===== src/rtl/assert_macros.svh =====
// Assertion helpers shared by the RTL modules.
// Every macro samples on clk and is disabled while arst_n is low.
`ifndef ASSERT_MACROS_SVH
`define ASSERT_MACROS_SVH

// Check that expr holds at every clock edge.
`define ASSERT_ALWAYS(label, expr, msg) \
	label: assert property (@(posedge clk) disable iff (!arst_n) (expr)) else $error(msg);

// Check that cons holds in the same cycle as ante.
`define ASSERT_IMPLY(label, ante, cons, msg) \
	label: assert property (@(posedge clk) disable iff (!arst_n) (ante) |-> (cons)) else $error(msg);

// Check that cons holds in the cycle after ante.
`define ASSERT_NEXT(label, ante, cons, msg) \
	label: assert property (@(posedge clk) disable iff (!arst_n) (ante) |=> (cons)) else $error(msg);

`endif


===== src/rtl/rtloc_pkg.sv =====
// ----------------------------------------------------------------------------
// rtloc_pkg
// Shared types and constants for the relocation table locator.
// ----------------------------------------------------------------------------
`timescale 1ns / 1ps

package rtloc_pkg;

	localparam int POS_W = 24;
	localparam int NEXT_W = 26;
	localparam int OFFSET_W = 27;
	localparam logic [POS_W:0] MAX_IMAGE_WORDS = 25'd16777216;

	localparam logic [63:0] TYPE_RELATIVE = 64'h403;
	localparam logic [63:0] TYPE_ABS = 64'h101;
	localparam logic [11:0] TYPE_ABS_LOW = 12'h101;

	localparam logic [63:0] ADDR_FLOOR_RST = 64'hffff_ff80_0000_0000;
	localparam logic [5:0] RUN_THRESHOLD_RST = 6'd50;
	localparam logic [2:0] GAP_LIMIT_RST = 3'd5;

	localparam int ITEM_QUEUE_DEPTH = 4;
	localparam int ITEM_PTR_W = 2;
	localparam int RESULT_QUEUE_DEPTH = 4;
	localparam int RESULT_PTR_W = 2;

	typedef enum logic [1:0] {
		CFG_ADDR_FLOOR = 2'd0,
		CFG_RUN_THRESHOLD = 2'd1,
		CFG_GAP_LIMIT = 2'd2
	} cfg_index_t;

	typedef enum logic [1:0] {
		EV_START = 2'd0,
		EV_END = 2'd1,
		EV_NONE = 2'd2
	} ev_code_t;

	typedef struct packed {
		logic pos_ok;
		logic last;
		logic exact;
		logic loose;
		logic addr_ok;
		logic [POS_W-1:0] pos;
	} item_t;

	typedef struct packed {
		ev_code_t code;
		logic [OFFSET_W-1:0] offset;
		logic final_result;
	} result_t;

	typedef struct packed {
		logic [1:0] count;
		result_t r0;
		result_t r1;
	} res_wr_t;

endpackage


===== src/rtl/relocation_table_locator_core.sv =====
// ----------------------------------------------------------------------------
// relocation_table_locator_core
// Scans a 64-bit image word stream for a relocation record table.
// ----------------------------------------------------------------------------
// Results of a word pass the item queue and then the result queue, both registered.
// Throughput: one word per cycle while the item queue is not full and the
// result queue has room for two; the back's match-count and next-record
// update is made once per word.
// Up to two results per word; the result queue drains one per cycle while pop is high.
// Reset: asynchronous; clears the search and queues, loads register defaults.
`timescale 1ns / 1ps

module relocation_table_locator_core (
	input  logic clk,
	input  logic arst_n,
	input  logic push,
	output logic full,
	input  logic [63:0] image_word,
	input  logic last_word,
	output logic empty,
	input  logic pop,
	output rtloc_pkg::ev_code_t event_code,
	output logic [26:0] byte_offset,
	output logic final_result,
	input  logic cfg_valid,
	output logic cfg_ready,
	input  logic [1:0] cfg_index,
	input  logic [63:0] cfg_data
);
	import rtloc_pkg::*;

	logic [63:0] addr_floor_q;
	logic [5:0] run_threshold_q;
	logic [2:0] gap_limit_q;

	item_t front_item;
	item_t back_item;
	logic item_empty;
	logic item_pop;
	logic room2;
	res_wr_t res_wr;
	result_t head;
	logic accept;

	assign cfg_ready = 1'b1;
	assign accept = push && !full;

	always_ff @(posedge clk or negedge arst_n) begin
		if (!arst_n) begin
			addr_floor_q <= ADDR_FLOOR_RST;
			run_threshold_q <= RUN_THRESHOLD_RST;
			gap_limit_q <= GAP_LIMIT_RST;
		end else if (cfg_valid && cfg_ready) begin
			case (cfg_index)
				CFG_ADDR_FLOOR: addr_floor_q <= cfg_data;
				CFG_RUN_THRESHOLD: run_threshold_q <= cfg_data[5:0];
				CFG_GAP_LIMIT: gap_limit_q <= cfg_data[2:0];
				default: ;
			endcase
		end
	end

	rtloc_front u_front (
		.clk(clk),
		.arst_n(arst_n),
		.accept(accept),
		.image_word(image_word),
		.last_word(last_word),
		.addr_floor(addr_floor_q),
		.item(front_item)
	);

	rtloc_item_queue u_item_queue (
		.clk(clk),
		.arst_n(arst_n),
		.wr_en(accept),
		.wr_item(front_item),
		.full(full),
		.rd_en(item_pop),
		.rd_item(back_item),
		.empty(item_empty)
	);

	rtloc_back u_back (
		.clk(clk),
		.arst_n(arst_n),
		.item(back_item),
		.item_empty(item_empty),
		.item_pop(item_pop),
		.room2(room2),
		.run_threshold(run_threshold_q),
		.gap_limit(gap_limit_q),
		.res_wr(res_wr)
	);

	rtloc_result_queue u_result_queue (
		.clk(clk),
		.arst_n(arst_n),
		.res_wr(res_wr),
		.room2(room2),
		.pop(pop),
		.empty(empty),
		.head(head)
	);

	assign event_code = head.code;
	assign byte_offset = head.offset;
	assign final_result = head.final_result;

endmodule


===== src/rtl/rtloc_front.sv =====
// ----------------------------------------------------------------------------
// rtloc_front
// Word window, position counter and record type classification.
// ----------------------------------------------------------------------------
`timescale 1ns / 1ps

module rtloc_front (
	input  logic clk,
	input  logic arst_n,
	input  logic accept,
	input  logic [63:0] image_word,
	input  logic last_word,
	input  logic [63:0] addr_floor,
	output rtloc_pkg::item_t item
);
	import rtloc_pkg::*;

	logic [63:0] w1_q;
	logic [63:0] w2_q;
	logic [POS_W:0] pos_q;
	logic pos_ok;

	assign pos_ok = pos_q < MAX_IMAGE_WORDS;

	always_comb begin
		item.pos_ok = pos_ok;
		item.last = last_word;
		item.exact = (w2_q == TYPE_RELATIVE) || (w2_q == TYPE_ABS);
		item.loose = item.exact || (w2_q[11:0] == TYPE_ABS_LOW);
		item.addr_ok = (w1_q >= addr_floor) && (image_word >= addr_floor);
		item.pos = pos_q[POS_W-1:0];
	end

	always_ff @(posedge clk or negedge arst_n) begin
		if (!arst_n) begin
			w1_q <= '0;
			w2_q <= '0;
			pos_q <= '0;
		end else if (accept) begin
			if (last_word) begin
				w1_q <= '0;
				w2_q <= '0;
				pos_q <= '0;
			end else if (pos_ok) begin
				w1_q <= w2_q;
				w2_q <= image_word;
				pos_q <= pos_q + 1'b1;
			end
		end
	end

endmodule


===== src/rtl/rtloc_item_queue.sv =====
// ----------------------------------------------------------------------------
// rtloc_item_queue
// Short queue of classified words between the front and the back.
// ----------------------------------------------------------------------------
`timescale 1ns / 1ps
`include "assert_macros.svh"

module rtloc_item_queue (
	input  logic clk,
	input  logic arst_n,
	input  logic wr_en,
	input  rtloc_pkg::item_t wr_item,
	output logic full,
	input  logic rd_en,
	output rtloc_pkg::item_t rd_item,
	output logic empty
);
	import rtloc_pkg::*;

	item_t mem_q [ITEM_QUEUE_DEPTH];
	logic [ITEM_PTR_W-1:0] wr_ptr_q;
	logic [ITEM_PTR_W-1:0] rd_ptr_q;
	logic [ITEM_PTR_W:0] cnt_q;

	assign full = cnt_q == (ITEM_PTR_W+1)'(ITEM_QUEUE_DEPTH);
	assign empty = cnt_q == '0;
	assign rd_item = mem_q[rd_ptr_q];

	always_ff @(posedge clk) begin
		if (wr_en) begin
			mem_q[wr_ptr_q] <= wr_item;
		end
	end

	always_ff @(posedge clk or negedge arst_n) begin
		if (!arst_n) begin
			wr_ptr_q <= '0;
			rd_ptr_q <= '0;
			cnt_q <= '0;
		end else begin
			if (wr_en) begin
				wr_ptr_q <= wr_ptr_q + 1'b1;
			end
			if (rd_en) begin
				rd_ptr_q <= rd_ptr_q + 1'b1;
			end
			if (wr_en && !rd_en) begin
				cnt_q <= cnt_q + 1'b1;
			end else if (rd_en && !wr_en) begin
				cnt_q <= cnt_q - 1'b1;
			end
		end
	end

	`ASSERT_ALWAYS(a_item_cnt_bound, cnt_q <= (ITEM_PTR_W+1)'(ITEM_QUEUE_DEPTH), "item queue overflow")
	`ASSERT_IMPLY(a_item_no_underflow, rd_en, !empty, "item queue read while empty")

endmodule


===== src/rtl/rtloc_back.sv =====
// ----------------------------------------------------------------------------
// rtloc_back
// Record judging, run and gap counting, and result generation.
// ----------------------------------------------------------------------------
`timescale 1ns / 1ps
`include "assert_macros.svh"

module rtloc_back (
	input  logic clk,
	input  logic arst_n,
	input  rtloc_pkg::item_t item,
	input  logic item_empty,
	output logic item_pop,
	input  logic room2,
	input  logic [5:0] run_threshold,
	input  logic [2:0] gap_limit,
	output rtloc_pkg::res_wr_t res_wr
);
	import rtloc_pkg::*;

	typedef enum logic [1:0] {
		PH_START,
		PH_END,
		PH_DONE
	} phase_t;

	phase_t phase_q;
	logic [NEXT_W-1:0] next_q;
	logic [5:0] mc_q;
	logic [2:0] gap_q;
	logic [POS_W-1:0] gsp_q;

	phase_t phase_d;
	logic [NEXT_W-1:0] next_d;
	logic [5:0] mc_d;
	logic [2:0] gap_d;
	logic [POS_W-1:0] gsp_d;

	logic judge;
	logic [5:0] thr;
	logic [2:0] gthr;
	logic [5:0] mc_new;
	logic [2:0] gap_new;
	logic [5:0] thr_m1;
	logic [7:0] back_words;
	logic [POS_W-1:0] first;
	logic j_emit;
	logic none_emit;
	result_t j_res;
	result_t none_res;

	assign item_pop = !item_empty && room2;
	assign judge = item.pos_ok && (phase_q != PH_DONE)
		&& ({2'b00, item.pos} == next_q + NEXT_W'(2));
	assign thr = (run_threshold == '0) ? 6'd1 : run_threshold;
	assign gthr = (gap_limit == '0) ? 3'd1 : gap_limit;
	assign thr_m1 = thr - 6'd1;
	assign back_words = {1'b0, thr_m1, 1'b0} + {2'b00, thr_m1};
	assign first = next_q[POS_W-1:0] - {16'b0, back_words};
	assign gap_new = gap_q + 3'd1;

	always_comb begin
		phase_d = phase_q;
		next_d = next_q;
		mc_d = mc_q;
		gap_d = gap_q;
		gsp_d = gsp_q;
		j_emit = 1'b0;
		j_res.code = EV_START;
		j_res.offset = {first, 3'b000};
		j_res.final_result = 1'b0;
		mc_new = mc_q;
		if (item.exact) begin
			if (item.addr_ok) begin
				mc_new = mc_q + 6'd1;
			end
		end else if (item.loose) begin
			mc_new = mc_q + 6'd1;
		end else begin
			mc_new = '0;
		end
		if (judge) begin
			if (phase_q == PH_START) begin
				mc_d = mc_new;
				if (mc_new == thr) begin
					j_emit = 1'b1;
					phase_d = PH_END;
					gap_d = '0;
					next_d = next_q + NEXT_W'(3);
				end else begin
					next_d = next_q + ((mc_new != '0) ? NEXT_W'(3) : NEXT_W'(1));
				end
			end else begin
				if (item.loose) begin
					gap_d = '0;
				end else begin
					if (gap_q == '0) begin
						gsp_d = next_q[POS_W-1:0];
					end
					gap_d = gap_new;
					if (gap_new >= gthr) begin
						j_emit = 1'b1;
						j_res.code = EV_END;
						j_res.offset = {((gap_q == '0) ? next_q[POS_W-1:0] : gsp_q), 3'b000};
						phase_d = PH_DONE;
					end
				end
				next_d = next_q + NEXT_W'(3);
			end
		end
		none_emit = item.last && (phase_d != PH_DONE);
		none_res.code = EV_NONE;
		none_res.offset = '0;
		none_res.final_result = 1'b1;
		if (item.last) begin
			phase_d = PH_START;
			next_d = '0;
			mc_d = '0;
			gap_d = '0;
			gsp_d = '0;
		end
		res_wr.count = 2'(j_emit) + 2'(none_emit);
		res_wr.r0 = j_emit ? j_res : none_res;
		res_wr.r0.final_result = !(j_emit && none_emit);
		res_wr.r1 = none_res;
		if (!item_pop) begin
			res_wr.count = '0;
		end
	end

	always_ff @(posedge clk or negedge arst_n) begin
		if (!arst_n) begin
			phase_q <= PH_START;
			next_q <= '0;
			mc_q <= '0;
			gap_q <= '0;
			gsp_q <= '0;
		end else if (item_pop) begin
			phase_q <= phase_d;
			next_q <= next_d;
			mc_q <= mc_d;
			gap_q <= gap_d;
			gsp_q <= gsp_d;
		end
	end

	`ASSERT_NEXT(a_clear_after_last, item_pop && item.last, phase_q == PH_START && mc_q == 6'd0 && next_q == '0, "search not cleared after last word")

endmodule


===== src/rtl/rtloc_result_queue.sv =====
// ----------------------------------------------------------------------------
// rtloc_result_queue
// Result queue taking up to two results per cycle, draining one per pop.
// ----------------------------------------------------------------------------
`timescale 1ns / 1ps
`include "assert_macros.svh"

module rtloc_result_queue (
	input  logic clk,
	input  logic arst_n,
	input  rtloc_pkg::res_wr_t res_wr,
	output logic room2,
	input  logic pop,
	output logic empty,
	output rtloc_pkg::result_t head
);
	import rtloc_pkg::*;

	result_t mem_q [RESULT_QUEUE_DEPTH];
	logic [RESULT_PTR_W-1:0] wr_ptr_q;
	logic [RESULT_PTR_W-1:0] rd_ptr_q;
	logic [RESULT_PTR_W:0] cnt_q;
	logic rd_en;

	assign empty = cnt_q == '0;
	assign room2 = cnt_q <= (RESULT_PTR_W+1)'(RESULT_QUEUE_DEPTH - 2);
	assign rd_en = pop && !empty;
	assign head = mem_q[rd_ptr_q];

	always_ff @(posedge clk) begin
		if (res_wr.count != 2'd0) begin
			mem_q[wr_ptr_q] <= res_wr.r0;
		end
		if (res_wr.count == 2'd2) begin
			mem_q[wr_ptr_q + 1'b1] <= res_wr.r1;
		end
	end

	always_ff @(posedge clk or negedge arst_n) begin
		if (!arst_n) begin
			wr_ptr_q <= '0;
			rd_ptr_q <= '0;
			cnt_q <= '0;
		end else begin
			wr_ptr_q <= wr_ptr_q + RESULT_PTR_W'(res_wr.count);
			if (rd_en) begin
				rd_ptr_q <= rd_ptr_q + 1'b1;
			end
			cnt_q <= cnt_q + (RESULT_PTR_W+1)'(res_wr.count) - (RESULT_PTR_W+1)'(rd_en);
		end
	end

	`ASSERT_IMPLY(a_result_fits, res_wr.count != 2'd0, room2, "result write without room")
	`ASSERT_ALWAYS(a_result_cnt_bound, cnt_q <= (RESULT_PTR_W+1)'(RESULT_QUEUE_DEPTH), "result queue overflow")

endmodule


===== config.mk =====
export PLATFORM = sky130hd
export DESIGN_NAME = relocation_table_locator_core
export DESIGN_NICKNAME = d
export VERILOG_FILES = /design/src/rtl/rtloc_pkg.sv /design/src/rtl/relocation_table_locator_core.sv /design/src/rtl/rtloc_front.sv /design/src/rtl/rtloc_item_queue.sv /design/src/rtl/rtloc_back.sv /design/src/rtl/rtloc_result_queue.sv
export VERILOG_INCLUDE_DIRS = /design/src /design/src/rtl
export SDC_FILE = /design/constraint.sdc
export NUM_CORES = 1
export LEC_CHECK = 0
export BUFFER_PORTS_ARGS = -buffer_cell sky130_fd_sc_hd__buf_4
export CAP_MARGIN = 15
export CORE_MARGIN = 5
export CORE_UTILIZATION = 40
export DETAILED_ROUTE_END_ITERATION = 6
export SLEW_MARGIN = 40
export SYNTH_ARGS = -nofsm -noshare
export SYNTH_HDL_FRONTEND = slang
export SYNTH_HIERARCHICAL = 1
export SYNTH_SLANG_ARGS = --single-unit
export TNS_END_PERCENT = 10

===== constraint.sdc =====
create_clock -name clk -period 12.5 [get_ports clk]
set_input_delay 0.625 -clock clk [delete_from_list [all_inputs] [get_ports clk]]
set_output_delay 0.625 -clock clk [all_outputs]
set_load 0.02 [all_outputs]

# Word-level counts from Yosys, hierarchy flattened
# Memory sizes are Yosys's and may differ from the RTL's.
# Cells that the tools add are included.
[op_classes] n_mux=54 eq_ne=14 n_reduce_logical=39 magnitude_cmp=5 n_addsub=19
[op_table] op="64-bit two-way mux" n=4
[op_table] op="64-bit >= comparator" n=2
[op_table] op="24-bit two-way mux" n=5
[op_table] op="26-bit two-way mux" n=4
[op_table] op="29-bit two-way mux" n=3
[op_table] op="64-bit by 11-bit == test with 1-bit output, second input constant" n=1
[op_table] op="64-bit by 9-bit == test with 1-bit output, second input constant" n=1
[op_table] op="26-bit by 2-bit adder with 26-bit output, second input constant" n=2
[op_table] op="25-bit two-way mux" n=2
[op_table] op="6-bit two-way mux" n=7
[op_table] op="30-bit two-way mux" n=1
[op_table] op="28-bit two-way mux" n=1
[op_table] op="26-bit adder" n=1
[op_table] op="24-bit by 26-bit == test with 1-bit output" n=1
[op_table] op="25-bit by 1-bit adder with 25-bit output, second input constant" n=1
[op_table] op="25-bit < comparator, second input constant" n=1
[op_table] op="3-bit two-way mux" n=8
[op_table] op="24-bit by 8-bit subtractor with 24-bit output" n=1
[op_table] op="2-bit two-way mux" n=8
[op_table] op="12-bit by 9-bit == test with 1-bit output, second input constant" n=1
[op_table] op="3-bit logical NOT" n=4
[op_table] op="1-bit two-way mux" n=11
[op_table] op="1-bit logical AND" n=10
[op_table] op="2-bit AND reduction" n=5
[op_table] op="other kinds (27)" n=46
[totals] out_inout_bits=33 mem_bits_rw=236 elab_cells=150 mem_count=2 register_bits=301 in_bits=136
[memory_table] memory="u_result_queue.mem_q" depth=4 width=30 rd=1 rd_ports_with_merged_regs=0 wr=2 line="rtloc_result_queue.sv:19" source="result_t mem_q [RESULT_QUEUE_DEPTH];"
[memory_table] memory="u_item_queue.mem_q" depth=4 width=29 rd=1 rd_ports_with_merged_regs=0 wr=1 line="rtloc_item_queue.sv:20" source="item_t mem_q [ITEM_QUEUE_DEPTH];"

# Longest topological paths before layout
# Gate-level depths: netlist of the first run.
[logic_depth] depth_word=14 depth_mapped=23 depth_no_buf=20

# Cells and area by module
# Netlist of the first run, hierarchy kept.
[modules_own_cells] mod="rtloc_front" cells_per_inst=842 area_per_inst_um2=8934.8 n_inst=1 seq_area_each_um2=3828.7
[modules_own_cells] mod="rtloc_result_queue" cells_per_inst=334 area_per_inst_um2=6283.5 n_inst=1 seq_area_each_um2=3778.6
[modules_own_cells] mod="rtloc_back" cells_per_inst=792 area_per_inst_um2=6233.5 n_inst=1 seq_area_each_um2=1526.5
[modules_own_cells] mod="rtloc_item_queue" cells_per_inst=185 area_per_inst_um2=4578.1 n_inst=1 seq_area_each_um2=3658.5
[modules_own_cells] mod="relocation_table_locator_core" cells_per_inst=159 area_per_inst_um2=3088.0 n_inst=1 seq_area_each_um2=1864.3

# Least setup slack after synthesis of the first run
# No wires, ideal clock.
[synth_timing] path_type="register -> register" startpoint="register u_item_queue.rd_ptr_q[0]" endpoint="memory u_result_queue/mem_q[2][0] in the netlist's numbering (enable)" path_stages_with_launch=17 path_buffers=2 setup_ns=0.427 arrival_time_ns=5.657 synth_period_minus_slack_ns=6.084 path_slack_ns=6.416 required_ns=12.073 cell_sequence="dfrtp_1 -> buf_6 -> mux4_2 -> xnor2_1 -> nor4_1 -> nand4_1 -> nor4_1 -> nand4b_1 -> nor4b_4 -> nand2_1 -> clkbuf_1 -> inv_2 -> nor3_1 -> ha_1 -> and2_1 -> or3b_2 -> a21oi_1"
[synth_lines] element="from (decl)" line="rtloc_item_queue.sv:22" source="logic [ITEM_PTR_W-1:0] rd_ptr_q;"
[synth_lines] element="from (signal assigned)" line="rtloc_item_queue.sv:45" source="rd_ptr_q <= rd_ptr_q + 1'b1;"
[synth_lines] element="to (decl)" line="rtloc_result_queue.sv:19"

==> metrics.yaml, run 1 <==
routed_wl_mm: 72.8
layout_setup_ws_ns: 5.51
hold_viol_final: 0
cts_root_buf: "clkbuf_16"
final_cell_mix: "268 x dfrtp_1, 236 x edfxtp_1, 187 x buf_4"
p_leak_uw: 0.0140
slew_headroom_pct: 44.4
nNetsFinal: 2729
synth.avg_cell_area_um2: 12.6
cts_sinks: 537
cp_max_fo: 23
vias: 19300
fin_util_pct: 45.5
cp.buffers_inverters: 3
ys.flop_type: "dfrtp_1"
synth_area_leader_cell: "edfxtp_1"
crit_required_ns: 12.87
drc_errors: 0
path_depth: 16
io_pins: 169
hold_depth: 2
post_drt_wl_per_cell_um: 21.2
hold_path_class: "primary input to flip-flop"
multi_input_area_um2: 13100
floorplan.initialDensity_pct: 40.1
setup_violations: 0
drtIter0Drc: 1181
crit_path_start_kind: "flip-flop"
synth_top_area_share_pct: 24.3
fillers: 6626
crit_path_top_delay_cell: "nor4b_4"
r2r.worst_path.cells: 16
cts_tree: "done"
grt_start_max_net_pins: 104
htreeDepth: 2
clkTransAtPathRegs_ns: 0.06
tightest_slew_ns: 0.835
rsz0062_at_grt: "false"
numCtsBuffers: 60
fin_tns_setup_ns: 0
ys_seq_area_share_pct: 50.3
layout_worst_path_cycle_share_pct: 55.9
synth_area_leaders: "edfxtp_1 24%, dfrtp_1 23%, ha_1 6.9%, mux2_2 5.0%, a22o_1 4.5%"
synth_seq_cells: 537
setup.worst_path.class: "flip-flop to flip-flop"
track_usage_pct: 18.3
final_max_slew_viol_count: 0
grt_pass1_vias: 20200
pre_cts_slack_ns: 5.59
max_stage_delay_ns: 0.75
yosys_warnings: 6
die_w_um: 280
synthCells: 2312
final.min_clock_period_ns: 6.99
powerDensity_nw_per_um2: 190
status: "finished clean"
ir_drop_v: 0.000128
hpwl_mm: 50.6
viasPerCell: 5.60
clock_path_buffers: 3
critPathTopFamily: "simple AND/OR/NAND/NOR gates"
fp-row-count: 99
drive_above_1_share_pct: 25.2
post_cts_buffers: 0
cp_data_arrival_time_ns: 7.36
fp.dieH_um: 280
synth_cell_type_count: 92
routabilityCongestion: 0.859
grt_pass1_wl_mm: 115
finalClockSkew_ns: 0.0278
dpl-instance-area_um2: 30800
timing.fmax_ghz: 0.143
antenna_left: 0
clk_latency_ns: 0.62
synth-async-reset-ratio_pct: 56.1
seqCellArea_um2: 14700
core_region_area_um2: 72600
overflow: 0
synth_edf_count: 236
syn_area_um2: 29100
drv_cap: 0
critPathCaptureType: "flip-flop"
area_delta_synth_final_pct: 13.4
layout_commonest_cell: "dfrtp_1"
stdcell_area_um2: 33000
first_pass_iters: 5
reg2reg_setup_slack_ns: 5.51
portBuffers: 167
antenna_found_initial: 6
dieArea_um2: 78300
crit_chain: "buf_4 > mux4_2 > xnor2_1 > nor4_1 > nand4_1 > nor4_1 > nand4b_1 > nor4b_4 > nand2_2 > nand2_1 > ha_1 > inv_1 > nor2_1 > nor4b_4 > buf_4 > mux2_2"
## cells in the mapped netlist, drive strengths merged, types with 6 or more instances
| library cell | n |
|---|---|
| xor2 | 33 |
| a31oi | 12 |
| dfstp | 30 |
| a21oi | 84 |
| o21ai | 70 |
| o31ai | 10 |
| or3 | 20 |
| and2 | 13 |
| edfxtp | 236 |
| a41oi | 6 |
| nand3 | 52 |
| a21o | 39 |
| o22ai | 10 |
| nand2b | 10 |
| or2 | 10 |
| o311ai | 7 |
| ha | 161 |
| nor2b | 14 |
| nor3 | 37 |
| inv | 124 |
| a22oi | 6 |
| mux2 | 197 |
| o21a | 7 |
| nor4b | 6 |
| mux2i | 23 |
| nand3b | 8 |
| nor3b | 7 |
| nand2 | 102 |
| o41ai | 7 |
| buf | 110 |
| clkbuf | 64 |
| dfrtp | 271 |
| nand4 | 54 |
| or4 | 8 |
| and4 | 7 |
| fa | 8 |
| xnor2 | 43 |
| a22o | 150 |
| mux4 | 59 |
| nor4 | 32 |
| a211oi | 11 |
| o211ai | 13 |
| nor2 | 84 |
## cell type report
class / instances / share of cell area [%]
inverters: 124 / 1.41
clock inverters: 40 / 1.38
clock buffers: 74 / 5.05
multi-input cells: 1508 / 39.6
well taps: 959 / 3.63
diodes: 3 / 0.0227
repair buffers: 193 / 4.51
flip-flops and latches: 537 / 44.4
## worst paths after layout
path,startpoint,end
max in group asynchronous,arst_n,u_front/w2_q[54]
min in group asynchronous,arst_n,addr_floor_q[37]
max,u_item_queue/rd_ptr_q[0],u_result_queue/mem_q[1][12]
min,cfg_data[28],addr_floor_q[28]
min reg2reg,u_back/gsp_q[10],u_back/gsp_q[10]
max reg2reg,u_item_queue/rd_ptr_q[0],u_result_queue/mem_q[1][12]
## registers in the layout (all words and copies together) (netlist names), 6 cells and up
| name | flops |
|---|---|
| u_item_queue/mem_q | 116 |
| u_back/next_q | 26 |
| u_result_queue/mem_q | 120 |
| u_front/w1_q | 64 |
| run_threshold_q | 6 |
| u_front/w2_q | 64 |
| u_front/pos_q | 25 |
| u_back/mc_q | 6 |
| addr_floor_q | 64 |
| u_back/gsp_q | 24 |
## through the flow
step                hold WS (ns)  instances  total power (uW)
floorplan                  0.329       2343              3820
global route               0.193       3435              6630
CTS                       0.0711       3433              6340
detailed placement         0.491       3319              4460
global placement           0.473       3319              4400
finish                     0.227       3438              6280
## repair_timing
item	CTS	global route
gates resized for setup	0	0
hold buffers	0	1
hold endpoints to repair	0	27
## metal layers
metal | global-route usage, % | share of wire [%] | up-vias | wire length (um)
li1 | - | - | 8918 | -
met1 | 24.4 | 44 | 9717 | 31800
met2 | 31.2 | 49 | 497 | 35500
met3 | 3.45 | 5.3 | 114 | 3850
met4 | 4.13 | 2.2 | 6 | 1570
met5 | 0 | 0.047 | - | 34
## worst reg2reg max path: stages, from the launching register on
cell and delay (ns):
dfrtp_2 0.61, buf_4 0.46, mux4_2 0.59, xnor2_1 0.15, nor4_1 0.47, nand4_1 0.19, nor4_1 0.42, nand4b_1 0.20
nor4b_4 0.63, nand2_2 0.48, nand2_1 0.26, ha_1 0.17, inv_1 0.08, nor2_1 0.44, nor4b_4 0.76, buf_4 0.46
mux2_2 0.40
## cells by family (layout without fill, tap and decap cells)
kind of cell,count (synthesis),after routing,synth area share (%)
AND/OR/NAND/NOR,477,477,8.91
adder cells (fa/ha/maj),169,169,7.47
XOR/XNOR,76,76,2.29
AO/OA/AOI/OAI,473,473,11.7
buffers and inverters,298,431,5.41
flip-flops,537,537,50.3
other,3,37,0.0387
multiplexers,279,279,13.8
## power breakdown
part           internal, uW  switching [uW]
logic                   867            1130
registers              2200             227
clock network          1120             745
total                  4180            2100
(Power assumes the default switching activity.)
==> inputs of run 2 (changes only) <==
Settings changed: ABC_AREA set to 1.
Clock period 12.5 ns to 6.55 ns, I/O delays scaled along.
==> metrics.yaml, run 2 <==
status: "finished clean"
regMostFlops: "u_result_queue/mem_q"
cts_root_buf: "clkbuf_16"
p_leak_uw: 0.0180  # +29%
ys_seq_area_share_pct: 44.6  # -5.8 points
dieArea_um2: 88100  # +12%
fillers: 7930  # +20%
die_w_um: 297  # +6.1%
largest_reg_flops: 120  # unchanged
tightest_slew_ns: 0.823  # -0.0118 ns
synth_top_area_share_pct: 21.5  # -2.8 points
fp-row-count: 105  # +6.1%
synthCells: 4174  # +81%
setup_violations: 0  # unchanged
p_sw_share_pct: 42.7  # +9.2 points
layout_commonest_cell: "nand2_1"
stdcell_area_um2: 37900  # +15%
path_common_cell: "nand2_1"
viasPerCell: 5.05  # -9.9%
max_stage_delay_ns: 0.68  # -0.07 ns
synth_most_common_cell: "nand2_1"
p_comb_share_pct: 43.2  # +11 points
seqPwrFrac_pct: 32.9  # -5.7 points
p_int_uw: 8150  # +95%
multi_input_area_um2: 15200  # +16%
clkTransAtPathRegs_ns: 0.06  # about the same
top_regs: "u_result_queue/mem_q (120), u_item_queue/mem_q (116)"
numCtsBuffers: 60  # unchanged
io_pins: 169  # unchanged
htreeDepth: 2  # unchanged
seqCellArea_um2: 14700  # about the same
finalClockSkew_ns: 0.0157  # -0.0121 ns
fin_tns_setup_ns: 0  # unchanged
postCtsHoldBufs: 137  # +137
core_region_area_um2: 81800  # +13%
synth_area_leader_cell: "edfxtp_1"
floorplan.initialDensity_pct: 40.2  # +0.077 points
drive_above_1_share_pct: 9.82  # -15 points
ys.flop_type: "dfrtp_1"
post_cts_buffers: 0  # unchanged
vias: 27700  # +44%
switching_power_uw: 6070  # +190%
final_cell_mix: "1,329 x nand2_1, 427 x inv_1, 368 x nand3_1"
crit_path_start_kind: "flip-flop"
area_delta_synth_final_pct: 15.3
synthTopCellsByCount: "1,330 x nand2_1, 431 x inv_1, 368 x nand3_1"
cp_max_fo: 55  # +140%
clkPwrFrac_pct: 23.9  # -5.7 points
synth.avg_cell_area_um2: 7.88  # -37%
antenna_found_initial: 8  # +2
yosys_warnings: 6  # unchanged
hold_path_class: "primary input to flip-flop"
drtIter0Drc: 1770  # +50%
rsz0062_at_grt: "false"
critPathCaptureType: "flip-flop"
drv_cap: 0  # unchanged
fp.dieH_um: 297  # +6.1%
r2r.worst_path.cells: 27  # +11
grt_pass1_wl_mm: 148  # +29%
synth_cell_type_count: 51  # -45%
final.min_clock_period_ns: 5.39  # -1.60 ns
setup.worst_path.class: "flip-flop to flip-flop"
dpl-instance-area_um2: 34500  # +12%
hold_viol_final: 0  # unchanged
synth_edf_count: 236  # unchanged
antenna_left: 0  # unchanged
routabilityCongestion: 0.931  # +8.4%
cts_tree: "done"
hold_slack_ns: 0.0854  # -0.142 ns
slew_headroom_pct: 45.1  # +0.71 points
portBuffers: 167  # unchanged
final_max_slew_viol_count: 0  # unchanged
synth_area_leaders: "edfxtp_1 22%, dfrtp_1 21%, nand2_1 15%, ha_1 6.1%, nand3_1 5.6%"
power_uw: 14200  # +130%
overflow: 0  # unchanged
post_drt_wl_per_cell_um: 16.7  # -21%
cp_data_arrival_time_ns: 5.67  # -1.69 ns
cts_sinks: 537  # unchanged
grt_pass1_vias: 27200  # +35%
routed_wl_mm: 91.4  # +26%
clk_latency_ns: 0.64  # +0.02 ns
hold_depth: 3  # +1
powerDensity_nw_per_um2: 375  # +97%
nNetsFinal: 4665  # +71%
crit_required_ns: 6.83  # -6.04 ns
ir_drop_v: 0.000241  # +89%
syn_area_um2: 32900  # +13%
pre_cts_slack_ns: 1.21  # -4.38 ns
grt_start_max_net_pins: 96  # -7.7%
layout_setup_ws_ns: 1.16  # -4.35 ns
layout_worst_path_cycle_share_pct: 82.3  # +26 points
timing.fmax_ghz: 0.185  # +30%
first_pass_iters: 6  # +1
synth_seq_cells: 537  # unchanged
drc_errors: 0  # unchanged
synth-async-reset-ratio_pct: 56.1  # unchanged
crit_path_top_delay_cell: "dfrtp_4"
cts-resized-gates: 0  # unchanged
hpwl_mm: 61.9  # +22%
track_usage_pct: 20.4  # +2.1 points
clock_path_buffers: 3  # unchanged
run 2: cell count changes in the layout (fill, tap and decap cells not counted), moves of 136 or more:
cell           delta
nand2_1        +1230
nand3_1         +317
inv_1           +304
nor2_1          +216
o21ai_0         +177
a22o_1          -150
dlygate4sd3_1   +136
run 2: path summary, 6_finish.rpt:
kind / from / to / slack [ns]
min in group asynchronous: arst_n / u_front/w2_q[52] / 0.16
min reg2reg: addr_floor_q[40] / addr_floor_q[40] / 0.46
max: u_item_queue/rd_ptr_q[0] / u_result_queue/mem_q[3][18] / 1.16
max reg2reg: u_item_queue/rd_ptr_q[0] / u_result_queue/mem_q[3][18] / 1.16
min: cfg_valid / addr_floor_q[62] / 0.09
max in group asynchronous: arst_n / u_result_queue/rd_ptr_q[0] / 4.88
run 2: layer usage:
layer / vias to the layer above / share of wire [%] / GRT usage [%]
met5: - / 0.060 / 0
met4: 8 / 2.4 / 5.45
met3: 135 / 5.4 / 2.78
met2: 711 / 47 / 34.5
met1: 13000 / 45 / 27.6
li1: 13900 / - / -
run 2: through the flow:
step	cells	util [%]
3_3_place_gp	5228	42.1
4_1_cts	5480	46.3
5_1_grt	5484	46.3
3_5_place_dp	5230	42.2
6_report	5487	46.3
2_1_floorplan	4205	-
run 2: kinds of logic after synthesis:
logic type,after synthesis,synth area share [%]
adders and majority gates,169,6.61
xor gates and xnor gates,89,2.37
DFF,537,44.6
AOI/OAI and AO/OA,458,7.95
buffers and inverters,704,9.82
other,3,0.0342
and+or+nand+nor,2212,28.6
muxes,2,0.0647
run 2: final cells by class:
cell class              instances  share of cell area (%)
repair buffers                355                    8.13
clock inverters                18                   0.492
multi-input cells            2964                    40.0
clock buffers                  95                    4.76
diodes                          6                  0.0396
flip-flops and latches        537                    38.7
well taps                    1070                    3.53
inverters                     442                    4.38
run 2: critical path: cells and delay by family (launching register included):
family | cells | cell delay [ns]
compound gates | 2 | 0.14
fa+ha+maj | 1 | 0.15
buf+inv | 8 | 2.03
flops | 1 | 0.68
simple gates | 16 | 1.95
run 2: power groups by stage:
stage / Clock, uW / Sequential (uW) / Combinational [uW]
6_report: 3400 / 4670 / 6140
5_1_grt: 3620 / 4740 / 6960
4_1_cts: 3500 / 4670 / 6150
3_5_place_dp: 0 / 4720 / 6060
3_3_place_gp: 0 / 4760 / 5910
2_1_floorplan: 0 / 4430 / 4630
